--- config.mk ---
export PLATFORM = sky130hd
export DESIGN_NAME = nnc_dist_acc
export DESIGN_NICKNAME = d
export VERILOG_FILES = /design/src/rtl/core/nnc_pkg.sv /design/src/rtl/core/nnc_dist_acc.sv
export SDC_FILE = /design/constraint.sdc
export NUM_CORES = 1
export LEC_CHECK = 0
export ABC_AREA = 0
export BUFFER_PORTS_ARGS = -buffer_cell sky130_fd_sc_hd__clkbuf_2
export CAP_MARGIN = 40
export CORE_MARGIN = 5
export CORE_UTILIZATION = 30
export CTS_BUF_LIST = sky130_fd_sc_hd__clkbuf_2 sky130_fd_sc_hd__clkbuf_4 sky130_fd_sc_hd__clkbuf_8
export DETAILED_ROUTE_END_ITERATION = 16
export PLACE_DENSITY = 0.51
export SYNTH_ARGS = -nofsm -noshare
export SYNTH_HDL_FRONTEND = slang
export SYNTH_SLANG_ARGS = --single-unit
--- constraint.sdc ---
create_clock -name clk -period 6.2 [get_ports clk]
set_clock_uncertainty 0.2 [all_clocks]
set_input_delay 1.24 -clock clk [delete_from_list [all_inputs] [get_ports clk]]
set_output_delay 1.24 -clock clk [all_outputs]
set_load 0.02 [all_outputs]
--- src/rtl/core/nnc_pkg.sv ---
// ----------------------------------------------------------------------------
// Nearest neighbor classifier package
// Shared widths, codes, payload types and state encoding of the classifier.
// ----------------------------------------------------------------------------
package nnc_pkg;

	// Field widths of the item payloads.
	localparam int MODE_W  = 2;
	localparam int ELEM_W  = 16;
	localparam int LABEL_W = 16;
	localparam int FLEN_W  = 7;
	localparam int DIST_W  = 38;
	localparam int SQ_W    = 2 * ELEM_W;

	// Default sizes of the reference table.
	localparam int MAX_ENTRIES_DEF = 256;
	localparam int MAX_DIM_DEF     = 64;

	// Reset value of the feature length register.
	localparam logic [FLEN_W-1:0] FEATURE_LENGTH_RESET = 7'd64;

	// Saturated distance value.
	localparam logic [DIST_W-1:0] DIST_MAX = {DIST_W{1'b1}};

	// Item mode codes.
	localparam logic [MODE_W-1:0] MODE_CLEAR = 2'd0;
	localparam logic [MODE_W-1:0] MODE_LOAD  = 2'd1;
	localparam logic [MODE_W-1:0] MODE_QUERY = 2'd2;

	// Input item payload.
	typedef struct packed {
		logic [MODE_W-1:0]  mode;
		logic signed [ELEM_W-1:0] element_value;
		logic [LABEL_W-1:0] class_label;
	} nnc_in_t;

	// Result item payload.
	typedef struct packed {
		logic               found;
		logic [LABEL_W-1:0] nearest_label;
		logic [DIST_W-1:0]  best_distance_sq;
	} nnc_out_t;

	// Control that travels with one element read from the stores.
	typedef struct packed {
		logic valid;
		logic last_elem;
	} elem_ctl_t;

	// Sequencer states.
	typedef enum logic [2:0] {
		ST_IDLE,
		ST_WALK,
		ST_DRAIN,
		ST_LABEL,
		ST_DONE
	} state_t;

endpackage

--- src/rtl/core/nnc_dist_acc.sv ---
// ----------------------------------------------------------------------------
// Nearest neighbor distance accumulator
// Takes element pairs from the stores, squares their difference, sums them
// per entry with saturation and keeps the first entry with the smallest sum.
// ----------------------------------------------------------------------------
module nnc_dist_acc #(
	parameter int MAX_ENTRIES = nnc_pkg::MAX_ENTRIES_DEF
) (
	input  logic                          clk,
	input  logic                          arst_n,
	input  logic                          start,
	input  nnc_pkg::elem_ctl_t            ctl_s1,
	input  logic [nnc_pkg::ELEM_W-1:0]    ref_s1,
	input  logic [nnc_pkg::ELEM_W-1:0]    qry_s1,
	output logic                          busy,
	output logic                          best_found,
	output logic [((MAX_ENTRIES > 1) ? $clog2(MAX_ENTRIES) : 1)-1:0] best_entry,
	output logic [nnc_pkg::DIST_W-1:0]    best_dist
);
	import nnc_pkg::*;

	localparam int ENT_W = (MAX_ENTRIES > 1) ? $clog2(MAX_ENTRIES) : 1;

	elem_ctl_t               ctl_s2, ctl_s3;
	logic [ELEM_W-1:0]       mag_s2;
	logic [SQ_W-1:0]         sq_s3;
	logic signed [ELEM_W:0]  diff;
	logic [DIST_W-1:0]       acc_q;
	logic [DIST_W:0]         sum;
	logic [DIST_W-1:0]       sum_sat;
	logic [ENT_W-1:0]        ent_q;
	logic                    best_found_q;
	logic [ENT_W-1:0]        best_entry_q;
	logic [DIST_W-1:0]       best_dist_q;

	// Difference of the two signed elements, one bit wider than an element.
	always_comb begin
		diff = {qry_s1[ELEM_W-1], qry_s1} - {ref_s1[ELEM_W-1], ref_s1};
	end

	// Control stages.
	always_ff @(posedge clk or negedge arst_n) begin
		if (!arst_n) begin
			ctl_s2 <= '0;
			ctl_s3 <= '0;
		end else begin
			ctl_s2 <= ctl_s1;
			ctl_s3 <= ctl_s2;
		end
	end

	// Magnitude, then square.
	always_ff @(posedge clk) begin
		mag_s2 <= diff[ELEM_W] ? ELEM_W'(-diff) : ELEM_W'(diff);
		sq_s3  <= mag_s2 * mag_s2;
	end

	// Saturating sum of the running total and the new square.
	always_comb begin
		sum     = {1'b0, acc_q} + (DIST_W + 1)'(sq_s3);
		sum_sat = sum[DIST_W] ? DIST_MAX : sum[DIST_W-1:0];
	end

	// Per-entry total and best-so-far tracking.
	always_ff @(posedge clk or negedge arst_n) begin
		if (!arst_n) begin
			acc_q        <= '0;
			ent_q        <= '0;
			best_found_q <= 1'b0;
			best_entry_q <= '0;
			best_dist_q  <= '0;
		end else if (start) begin
			acc_q        <= '0;
			ent_q        <= '0;
			best_found_q <= 1'b0;
		end else if (ctl_s3.valid) begin
			if (ctl_s3.last_elem) begin
				acc_q <= '0;
				ent_q <= ent_q + ENT_W'(1);
				if (!best_found_q || (sum_sat < best_dist_q)) begin
					best_found_q <= 1'b1;
					best_entry_q <= ent_q;
					best_dist_q  <= sum_sat;
				end
			end else begin
				acc_q <= sum_sat;
			end
		end
	end

	assign busy       = ctl_s1.valid | ctl_s2.valid | ctl_s3.valid;
	assign best_found = best_found_q;
	assign best_entry = best_entry_q;
	assign best_dist  = best_dist_q;

	// A new search only starts with an empty pipeline.
	a_start_empty: assert property (@(posedge clk) disable iff (!arst_n)
		start |-> !busy)
		else $error("search started while elements were in flight");

	// The best match is only forgotten when a new search starts.
	a_found_kept: assert property (@(posedge clk) disable iff (!arst_n)
		$fell(best_found_q) |-> $past(start))
		else $error("best match lost outside a search start");

	// A first match always comes from a finished entry.
	a_found_source: assert property (@(posedge clk) disable iff (!arst_n)
		$rose(best_found_q) |-> $past(ctl_s3.valid && ctl_s3.last_elem))
		else $error("best match set without an entry ending");

endmodule

# Word-level counts from Yosys, hierarchy flattened
# Cells that the tools add are included.
[totals] word_cells=40 ff_bits=145 mem_bits_ro=0 ram_bits=0 n_memories=0 latchBits=0
[classes] bitwise_logic=3 n_div=0 n_eq_ne=0 addsub=4 shifts=0 muxes=12 multipliers=1 n_reduce_logical=8 order_cmp=1
[op_table] cell="$mux W38" count=4
[op_table] cell="$add A38 B32 Y39" count=1
[op_table] cell="$lt A38 B38 Y1" count=1
[op_table] cell="$mul A16 B16 Y32" count=1
[op_table] cell="$mux W8" count=3
[op_table] cell="$sub A16 B16 Y17" count=1
[op_table] cell="$mux W16" count=1
[op_table] cell="$neg A16 Y16" count=1
[op_table] cell="$add A8 B1 Y8 const B" count=1
[op_table] cell="$reduce_bool A2 Y1" count=3
[op_table] cell="$mux W1" count=4
[op_table] cell="$reduce_and A4 Y1" count=1
[op_table] cell="$reduce_and A3 Y1" count=1
[op_table] cell="$or A1 B1 Y1" count=2
[op_table] cell="$reduce_and A2 Y1" count=1
[op_table] cell="$logic_not A1 Y1" count=1
[op_table] cell="$logic_or A1 B1 Y1" count=1
[op_table] cell="$not A1 Y1" count=1

# Depth between registers and ports, before layout
# Gate-level depths: netlist of the first run.
[depth] depth_word=8 depth_mapped=26 ltp_nobuf=24

# Worst setup path after synthesis of the first run
# No wires, ideal clock.
[synth_path] kind="flip-flop to flip-flop" startpoint="register mag_s2[4]" endpoint="register sq_s3[31]" arrival_time_ns=5.856 slack_ns=0.024 setup_time_ns=0.121 path_stages_with_launch=22 path_buffers=1 required_ns=5.879 path_cell_list="dfxtp_1 > clkbuf_1 > nand2_1 > fa_1 > fa_1 > inv_1 > fa_1 > fa_1 > fa_1 > inv_1 > fa_1 > inv_1 > ha_1 > and4_1 > o21ai_0 > o22ai_1 > o211ai_1 > a21oi_1 > a41oi_1 > o31ai_1 > a21oi_1 > xnor2_1"
[synth_via] elab_chain_len=1
[synth_lines] item="start: declaration" line="nnc_dist_acc.sv:25" text="logic [ELEM_W-1:0] mag_s2;"
[synth_lines] item="start signal: assignment" line="nnc_dist_acc.sv:54" text="mag_s2 <= diff[ELEM_W] ? ELEM_W'(-diff) : ELEM_W'(diff);"
[synth_lines] item="$mul A16 B16 Y32" line="nnc_dist_acc.sv:55" text="sq_s3 <= mag_s2 * mag_s2;"
[synth_lines] item="end signal: assignment" line="nnc_dist_acc.sv:55"
[synth_lines] item="end: declaration" line="nnc_dist_acc.sv:26" text="logic [SQ_W-1:0] sq_s3;"
# Every way passes these cells.
# A chain may end at the register's enable or synchronous reset.

# Final worst setup path of the first run
[layout_path] startpoint="register mag_s2[9]" endpoint="register sq_s3[24]"
# Same word-level chain as after synthesis.

==> run_results.csv, run 1 <==
group,metric,value,unit
critical_path,cp-end-kind,"flop",
logic_synthesis,yosysMostFrequentCell,"inv_1",
sta,hold_violations,0,
global_route,grt_overflow,0,
floorplanning,fp.dieW,241,um
critical_path,required,6.39,ns
logic_synthesis,synth_seq_cells,144,
drt,first_pass_iters,5,
sta,fin_tns_setup,0,ns
floorplanning,start_util,0.303,
drt,drc,0,
logic_synthesis,yosysUniqueCellTypes,74,
global_route,grt_pass1_vias,12600,
critical_path,crit_arrival,6.22,ns
floorplanning,io_pins,85,
drt,vias,11900,
hold_path,min_path_cells,0,
sta,fmax,0.166,GHz
critical_path,worstSetupPathType,"flop to flop",
logic_synthesis,async_reset_ff_frac,0.674,
global_route,grt_use_total,0.130,
sta,period_share,0.972,
critical_path,cp-start-kind,"flop",
logic_synthesis,syn-num-nets,2122,
sta,tightestPinTransition,0.912,ns
logic_synthesis,yosysWarnings,0,
clocking,clkTransAtPathRegs,0.09,ns
global_route,antenna_found_initial,1,
floorplanning,die_area,58100,sq um
drt,dr.first_iter.drc_count,495,
finish,drive_above_1_share,0.166,
clocking,cts_tree,"done",
clocking,htree_levels,4,
logic_synthesis,syn-mean-instance-area,9.25,sq um
logic_synthesis,netlist.area_leader.share,0.209,
finish,stdcell_count,2564,
clocking,cts_buffers,17,
place,port_buffers,84,
floorplanning,core,52800,sq um
sta,final-setup-viol-count,0,
place,post_dp_cell_area,17600,sq um
flow_run,drv_cap,0,
place,place.detailed.hpwl,30400,um
logic_synthesis,synth_area_leaders,"fa_1, dfrtp_1, ha_1, inv_1, dfxtp_1",
floorplanning,die_y,241,um
global_route,grt_pass1_wl,62500,um
sta,maxSlewHeadroom,0.392,
place,placed_cells,2520,
logic_synthesis,netlist_area,16000,sq um
logic_synthesis,ys_top_cells_by_count,"inv_1, ha_1, fa_1",
clocking,clkSinkCount,144,
hold_path,hp-class,"flop to flop",
status,outcome,"finished clean",
global_route,grt_max_degree,61,
logic_synthesis,synth_seq_area_share,0.210,
finish,antenna_cells,0,
drt,wl_per_cell,14.4,um
clocking,clock_latency,0.50,ns
finish,post-route-cell-area,18300,sq um
critical_path,crit_path_max_fanout,10,
logic_synthesis,synth_edf_count,0,
drt,via_per_inst,4.64,
finish,fin_nets,2255,
drt,drt-total-wl,37000,um
finish,area_growth,14.5,%
sta,slew_viol_final,0,
clocking,cts-root-buf,"clkbuf_8",
logic_synthesis,ys.flop_type,"dfrtp_1",
critical_path,rr_worst_depth,20,
logic_synthesis,syn_inst,1730,
floorplanning,rows,84,
sta,fin_crit,6.03,ns
clocking,holdBufCountCts,0,
logic_synthesis,synth_top_cell_by_area,"fa_1",
clocking,cts.path.max_buffers,2,
place,gp_congestion,0.868,
drt,ant_nets,0,
cell type report:
type	instances	area [sq um]
multi-input cells	1204	11300
flip-flops and latches	144	3410
fillers	5455	34400
clock inverters	15	141
inverters	332	1250
clock buffers	17	234
repair buffers	164	1100
well taps	688	861
cells by family (layout without fill, tap and decap cells):
logic type,count (synthesis),after routing,synth area share
and+or+nand+nor,387,387,0.118
muxes,51,51,0.0356
AOI/OAI and AO/OA,318,318,0.137
xor gates and xnor gates,93,93,0.0509
buffers and inverters,382,528,0.0926
adders and majority gates,355,355,0.356
DFF,144,144,0.210
cells in the final DEF, fill, tap and decap left out, drive strengths merged, types with 6 or more instances in the layout:
cell type,instances
a22o,35
o211ai,10
nand3,29
buf,81
a21oi,78
nand2,130
a31oi,6
clkbuf,100
a211oi,10
a211o,6
and2,41
nor2,82
nor2b,15
a21o,51
inv,342
xnor2,61
ha,188
o21a,16
fa,167
xor2,32
nand2b,17
o22ai,6
o21ai,55
dfrtp,97
nand4,18
dfxtp,47
and3,10
nor3,20
mux2,47
o21bai,8
registers in the layout, summed over array words and instances (netlist names), 2 cells and up:
register    count
best_dist      38
ctl_s2          2
ent_q           8
sq_s3          31
acc_q          38
ctl_s3          2
best_entry      8
mag_s2         16
timing repair:
| item | 4_1_cts | 5_1_grt |
|---|---|---|
| pin swaps | 0 | 38 |
| hold endpoints to repair | 0 | 0 |
| setup buffers | 0 | 12 |
| resized for setup | 11 | 62 |
| endpoints found under the setup margin | 6 | 11 |
through the flow:
step	utilization	hold slack, ns	setup WS (ns)
after global routing	0.347	0.172	-0.0407
after detailed placement	0.334	0.138	-0.0720
after floorplan	-	0.131	0.0235
final	0.347	0.164	0.172
after CTS	0.341	0.170	-0.000486
after global placement	0.334	0.143	-0.00553
final timing paths:
| kind | endpoint | slack [ns] | start |
|---|---|---|---|
| setup / recovery | sq_s3[24]$_DFF_P_ | 0.17 | mag_s2[9]$_DFF_P_ |
| hold / removal | ctl_s3[0]$_DFF_PN0_ | 0.16 | ctl_s2[0]$_DFF_PN0_ |
| setup reg to reg | sq_s3[24]$_DFF_P_ | 0.17 | mag_s2[9]$_DFF_P_ |
| hold reg to reg | ctl_s3[0]$_DFF_PN0_ | 0.16 | ctl_s2[0]$_DFF_PN0_ |
| max in group asynchronous | best_dist[28]$_DFFE_PN0P_ | 4.14 | arst_n |
| min in group asynchronous | acc_q[1]$_DFFE_PN0P_ | 0.63 | arst_n |
critical path, stage by stage, from the launching register on:
cell	delay [ns]
dfxtp_4	0.37
buf_4	0.14
buf_6	0.14
and2_1	0.17
fa_1	0.49
inv_1	0.06
fa_2	0.56
inv_1	0.06
fa_1	0.53
fa_2	0.45
fa_1	0.56
fa_1	0.45
ha_4	0.20
a211oi_2	0.22
nand2_1	0.10
o2111a_2	0.30
or3_1	0.39
a21oi_2	0.15
nor2b_1	0.15
o21ai_0	0.12
xnor2_1	0.13
metal layers:
metal,vias up,routed length [um],GRT usage
met4,0,654,0.0330
li1,5934,-,-
met3,41,1240,0.0199
met5,-,0,0
met2,227,17000,0.214
met1,5698,18100,0.182
Power of run 1 is not shown: default switching activity piles up to over one toggle a cycle in this logic, so the estimate is an artifact.
==> run 2, diff against run 1 <==
--- a/config.mk
+++ b/config.mk
@@ -9,10 +9,10 @@
 export BUFFER_PORTS_ARGS = -buffer_cell sky130_fd_sc_hd__clkbuf_2
 export CAP_MARGIN = 40
 export CORE_MARGIN = 5
-export CORE_UTILIZATION = 30
+export CORE_UTILIZATION = 59
 export CTS_BUF_LIST = sky130_fd_sc_hd__clkbuf_2 sky130_fd_sc_hd__clkbuf_4 sky130_fd_sc_hd__clkbuf_8
 export DETAILED_ROUTE_END_ITERATION = 16
-export PLACE_DENSITY = 0.51
+export PLACE_DENSITY = 0.84
 export SYNTH_ARGS = -nofsm -noshare
 export SYNTH_HDL_FRONTEND = slang
 export SYNTH_SLANG_ARGS = --single-unit
==> run 2 against run 1 <==
Die area fell by 47%. Global-route usage rose by 11 points. Final area fell by 3.0%. First-iteration DRC count rose by 100%. Sequential share of layout area rose by 0.55 points. Critical endpoint is now sq_s3[27]$_DFF_P_. Largest cell class unchanged.
==> run_results.csv, run 2 (synthesis gave the netlist of run 1 again) <==
group,metric,value,unit
critical_path,crit_chain,"buf_4 > nand2_1 > fa_1 > fa_1 > inv_1 > fa_1 > fa_1 > fa_1 > inv_1 > fa_1 > inv_1 > ha_1 > and4_1 > o21ai_1 > o22ai_2 > o211ai_1 > a21oi_2 > buf_4 > a21boi_0 > o21ai_0 > xor2_1",
finish,area_growth,11.0,%
hold_path,min_from,"ctl_s2[1]$_DFF_PN0_",
drt,first_pass_iters,5,
finish,antenna_cells,0,
clocking,clock_latency,0.48,ns
floorplanning,io_pins,85,
critical_path,crit_arrival,6.28,ns
drt,ant_nets,0,
clocking,clkTransAtPathRegs,0.10,ns
finish,final_common_cell,"inv_1",
sta,timing.hold.ws,0.191,ns
critical_path,critical_path.top_delay_family,"adder cells",
critical_path,crit_slowest_cell,"fa_1",
global_route,grt_max_degree,59,
global_route,grt_util_met1,0.298,
floorplanning,die_area,30500,sq um
clocking,cts-root-buf,"clkbuf_8",
critical_path,cp.buffers_inverters,5,
finish,n_fill_cell,1982,
drt,wl_per_cell,16.7,um
floorplanning,rows,60,
floorplanning,core,26800,sq um
clocking,cts.path.max_buffers,2,
drt,via_per_inst,5.78,
flow_run,drv_cap,0,
global_route,grt_pass1_vias,13400,
global_route,grt_overflow,0,
finish,fin_nets,2232,
global_route,grtUsageMet2,0.424,
status,outcome,"finished clean",
sta,slew_viol_final,0,
finish,drive_above_1_share,0.157,
drt,drc,0,
place,place.detailed.hpwl,28400,um
critical_path,reg2reg_from,"mag_s2[2]$_DFF_P_",
critical_path,cp-start-kind,"flop",
critical_path,crit_path_max_fanout,6,
sta,rsz0062_at_grt,"yes",
floorplanning,start_util,0.597,
sta,fin_crit,6.12,ns
critical_path,required,6.36,ns
clocking,htree_levels,4,
clocking,cts_buffers,17,
hold_path,hp-class,"flop to flop",
critical_path,worstSetupPathType,"flop to flop",
place,port_buffers,84,
global_route,grtUsageMet3,0.0366,
critical_path,cp_common_cell,"fa_1",
critical_path,cp-end-kind,"flop",
global_route,antenna_found_initial,0,
place,gp_congestion,0.960,
global_route,busiest_layer,"met2",
critical_path,slowest_delay,0.55,ns
sta,fmax,0.163,GHz
sta,final-setup-viol-count,0,
sta,period_share,0.987,
floorplanning,die_y,175,um
global_route,grt_use_total,0.242,
clocking,clkSinkCount,144,
drt,dr.first_iter.drc_count,1009,
drt,drt-total-wl,36700,um
clocking,cts_tree,"done",
finish,layout_common_cells,"inv_1, ha_1, fa_1",
critical_path,cp-startpoint,"mag_s2[2]$_DFF_P_",
sta,tightestPinTransition,0.741,ns
drt,vias,12700,
sta,maxSlewHeadroom,0.506,
sta,hold_violations,0,
global_route,grt_pass1_wl,61700,um
floorplanning,fp.dieW,175,um
## run 2: cell type report
cell class	count	area, sq um	area share
clock buffer	17	234	0.0132
clock inverter	15	210	0.0118
inverter	332	1250	0.0704
multi-input combinational	1204	11400	0.640
sequential	144	3400	0.192
tap	341	427	0.0240
timing repair buffer	141	877	0.0494
## run 2: path summary, 6_finish.rpt
path	to	slack (ns)	cells past startpoint
hold / removal	ctl_s3[1]$_DFF_PN0_	0.19	0
hold reg to reg	ctl_s3[1]$_DFF_PN0_	0.19	0
max in group asynchronous	acc_q[32]$_DFFE_PN0P_	4.13	2
setup / recovery	sq_s3[27]$_DFF_P_	0.08	21
min in group asynchronous	acc_q[5]$_DFFE_PN0P_	0.53	1
setup reg to reg	sq_s3[27]$_DFF_P_	0.08	21
## run 2: per-stage QoR
| stage | setup WS (ns) | util | cell area [sq um] | TNS, ns | std cells |
|---|---|---|---|---|---|
| global placement | 0.107 | 0.633 | 17000 | 0 | 2152 |
| finish | 0.0801 | 0.663 | 17800 | 0 | 2194 |
| CTS | 0.000170 | 0.652 | 17500 | 0 | 2185 |
| floorplan | 0.0235 | - | 16000 | 0 | 1730 |
| detailed placement | -0.124 | 0.634 | 17000 | -0.409 | 2153 |
| global route | -0.148 | 0.663 | 17800 | -0.447 | 2194 |
## run 2: layer usage
| metal | share of wire | vias up |
|---|---|---|
| li1 | - | 5895 |
| met1 | 0.40 | 6162 |
| met2 | 0.50 | 514 |
| met3 | 0.057 | 110 |
| met4 | 0.041 | 0 |
| met5 | 0 | - |
## run 2: worst register-to-register path, stage by stage (launching register included)
cell and delay, ns:
dfxtp_2 0.36, buf_4 0.16, nand2_1 0.09, fa_1 0.55, fa_1 0.51, inv_1 0.05, fa_1 0.53, fa_1 0.44
fa_1 0.55, inv_1 0.05, fa_1 0.52, inv_1 0.04, ha_1 0.32, and4_1 0.20, o21ai_1 0.10, o22ai_2 0.12
o211ai_1 0.28, a21oi_2 0.15, buf_4 0.18, a21boi_0 0.31, o21ai_0 0.16, xor2_1 0.16
## run 2: timing repair
action	CTS	global route
resized for setup	11	69
pin swaps	2	36
hold buffers	0	0
endpoints found under the setup margin	6	11
buffers inserted	0	9
cloned	0	0
Power of run 2 is left out for the same reason.
==> run 3, diff against run 2 <==
--- a/config.mk
+++ b/config.mk
@@ -7,12 +7,13 @@
 export LEC_CHECK = 0
 export ABC_AREA = 0
 export BUFFER_PORTS_ARGS = -buffer_cell sky130_fd_sc_hd__clkbuf_2
-export CAP_MARGIN = 40
 export CORE_MARGIN = 5
 export CORE_UTILIZATION = 59
 export CTS_BUF_LIST = sky130_fd_sc_hd__clkbuf_2 sky130_fd_sc_hd__clkbuf_4 sky130_fd_sc_hd__clkbuf_8
 export DETAILED_ROUTE_END_ITERATION = 16
+export GPL_TIMING_DRIVEN = 1
 export PLACE_DENSITY = 0.84
+export SETUP_SLACK_MARGIN = 0.2
 export SYNTH_ARGS = -nofsm -noshare
 export SYNTH_HDL_FRONTEND = slang
 export SYNTH_SLANG_ARGS = --single-unit
==> run 3 against run 2 <==
Cell count increased by 0.55%. Die area unchanged. Clock-buffer cell count unchanged. Global-route usage up 0.22 points. Via count decreased by 0.92%. Flip-flop and latch count unchanged. Sequential share of layout area is 0.082 points lower. Register-to-register slack improved by 0.10 ns. Critical path type unchanged. Largest cell class unchanged.
==> run_results.csv, run 3 (synthesis gave the netlist of run 1 again) <==
group,metric,value,unit
status,outcome,"finished clean",
finish,n_fill_cell,1996,
drt,drt-total-wl,36900,um
sta,slew_viol_final,0,
clocking,cts_tree,"done",
clocking,clkTransAtPathRegs,0.11,ns
critical_path,cp_common_cell,"fa_1",
floorplanning,start_util,0.597,
global_route,grt_max_degree,54,
place,port_buffers,84,
finish,layout_common_cells,"inv_1, ha_1, fa_1",
critical_path,critical_path.top_delay_family,"adder cells",
global_route,grt_pass1_vias,13200,
place,placed_cells,2153,
floorplanning,rows,60,
finish,stdcell_count,2206,
drt,wl_met2,18600,um
sta,fin_tns_setup,0,ns
critical_path,crit_path_max_fanout,10,
floorplanning,fp.dieW,175,um
drt,first_pass_iters,8,
finish,area_growth,12.0,%
floorplanning,die_area,30500,sq um
finish,fin_nets,2244,
critical_path,crit_chain,"buf_4 > and2_1 > fa_1 > fa_1 > fa_2 > fa_1 > fa_1 > inv_1 > fa_1 > inv_1 > ha_1 > a21o_1 > a21o_1 > a21oi_2 > o22ai_1 > nor3_2 > a21oi_2 > a211o_1 > a21oi_1 > xnor2_1",
clocking,cts-root-buf,"clkbuf_8",
place,place.detailed.hpwl,29100,um
critical_path,cp.buffers_inverters,3,
sta,final-setup-viol-count,0,
place,gp_congestion,0.931,
critical_path,cp-end-kind,"flop",
floorplanning,core,26800,sq um
sta,tightestPinTransition,1.02,ns
sta,period_share,0.971,
global_route,grt_use_total,0.244,
global_route,grt_overflow,0,
sta,maxSlewHeadroom,0.319,
clocking,cts_buffers,17,
sta,rsz0062_at_grt,"yes",
sta,hold_violations,0,
drt,via_per_inst,5.70,
clocking,clkSinkCount,144,
sta,fmax,0.166,GHz
drt,wl_per_cell,16.7,um
clocking,cts.path.max_buffers,2,
critical_path,cp-start-kind,"flop",
finish,final_common_cell,"inv_1",
finish,antenna_cells,0,
critical_path,worstSetupPathType,"flop to flop",
drt,vias,12600,
critical_path,crit_arrival,6.23,ns
critical_path,crit_slowest_cell,"fa_2",
drt,wl_met1,14800,um
global_route,antenna_found_initial,0,
sta,fin_crit,6.02,ns
finish,drive_above_1_share,0.169,
drt,drc,0,
sta,timing.hold.ws,0.177,ns
global_route,grt_pass1_wl,61800,um
floorplanning,die_y,175,um
critical_path,required,6.41,ns
drt,dr.first_iter.drc_count,766,
drt,ant_nets,0,
clocking,htree_levels,4,
drt,routed.top_layer,"met4",
critical_path,slowest_delay,0.60,ns
clocking,holdBufCountCts,0,
flow_run,drv_cap,0,
hold_path,hp-class,"flop to flop",
drt,wl_met3,1820,um
floorplanning,io_pins,85,
clocking,clock_latency,0.48,ns
-- run 3: changes by cell type in the layout (fill, tap and decap cells not counted), moves of 3 or more --
cell / previous run / this run
buf_12: 0 / 4
buf_4: 52 / 63
buf_6: 5 / 2
dfxtp_2: 10 / 2
dfxtp_4: 6 / 13
nand2_1: 127 / 124
nand2_2: 3 / 6
-- run 3: cell type report --
class                      instances  area [sq um]  share of cell area
multi-input combinational       1204         11400               0.636
clock buffer                      17           234              0.0131
clock inverter                    15           186              0.0104
timing repair buffer             153          1010              0.0561
tap                              341           427              0.0238
sequential                       144          3420               0.191
inverter                         332          1250              0.0697
-- run 3: per-layer routing --
layer	vias to the layer above	global-route usage
li1	5922	-
met1	6066	0.296
met2	450	0.433
met3	126	0.0303
met4	0	0.115
met5	-	0
-- run 3: path summary, 6_finish.rpt --
kind | startpoint | endpoint | slack (ns) | cells after the start
worst min register to register | ctl_s2[0]$_DFF_PN0_ | ctl_s3[0]$_DFF_PN0_ | 0.18 | 0
worst min-delay path | ctl_s2[0]$_DFF_PN0_ | ctl_s3[0]$_DFF_PN0_ | 0.18 | 0
min in group asynchronous | arst_n | best_dist[12]$_DFFE_PN0P_ | 0.55 | 1
max in group asynchronous | arst_n | best_found$_DFFE_PN0P_ | 4.17 | 2
worst max-delay path | mag_s2[15]$_DFF_P_ | sq_s3[30]$_DFF_P_ | 0.18 | 20
worst max register to register | mag_s2[15]$_DFF_P_ | sq_s3[30]$_DFF_P_ | 0.18 | 20
-- run 3: what timing repair did --
action	4_1_cts	5_1_grt
setup buffers	15	6
pin swaps	34	36
gates cloned	0	0
setup endpoints to repair	11	12
resized for setup	62	36
-- run 3: metrics by stage --
stage	setup slack [ns]	area (sq um)	utilization
5_1_grt	-0.0189	17900	0.669
6_report	0.181	17900	0.669
3_5_place_dp	-0.0911	17000	0.636
4_1_cts	0.205	17800	0.663
3_3_place_gp	0.148	17000	0.636
2_1_floorplan	0.201	16000	-
-- run 3: worst reg2reg max path, stage by stage (launching register included) --
cell and delay (ns):
dfxtp_4 0.38, buf_4 0.18, and2_1 0.21, fa_1 0.52, fa_1 0.54, fa_2 0.60
fa_1 0.44, fa_1 0.56, inv_1 0.06, fa_1 0.53, inv_1 0.04, ha_1 0.23
a21o_1 0.19, a21o_1 0.18, a21oi_2 0.16, o22ai_1 0.11, nor3_2 0.17, a21oi_2 0.10
a211o_1 0.27, a21oi_1 0.17, xnor2_1 0.13
Power of run 3 is left out for the same reason.
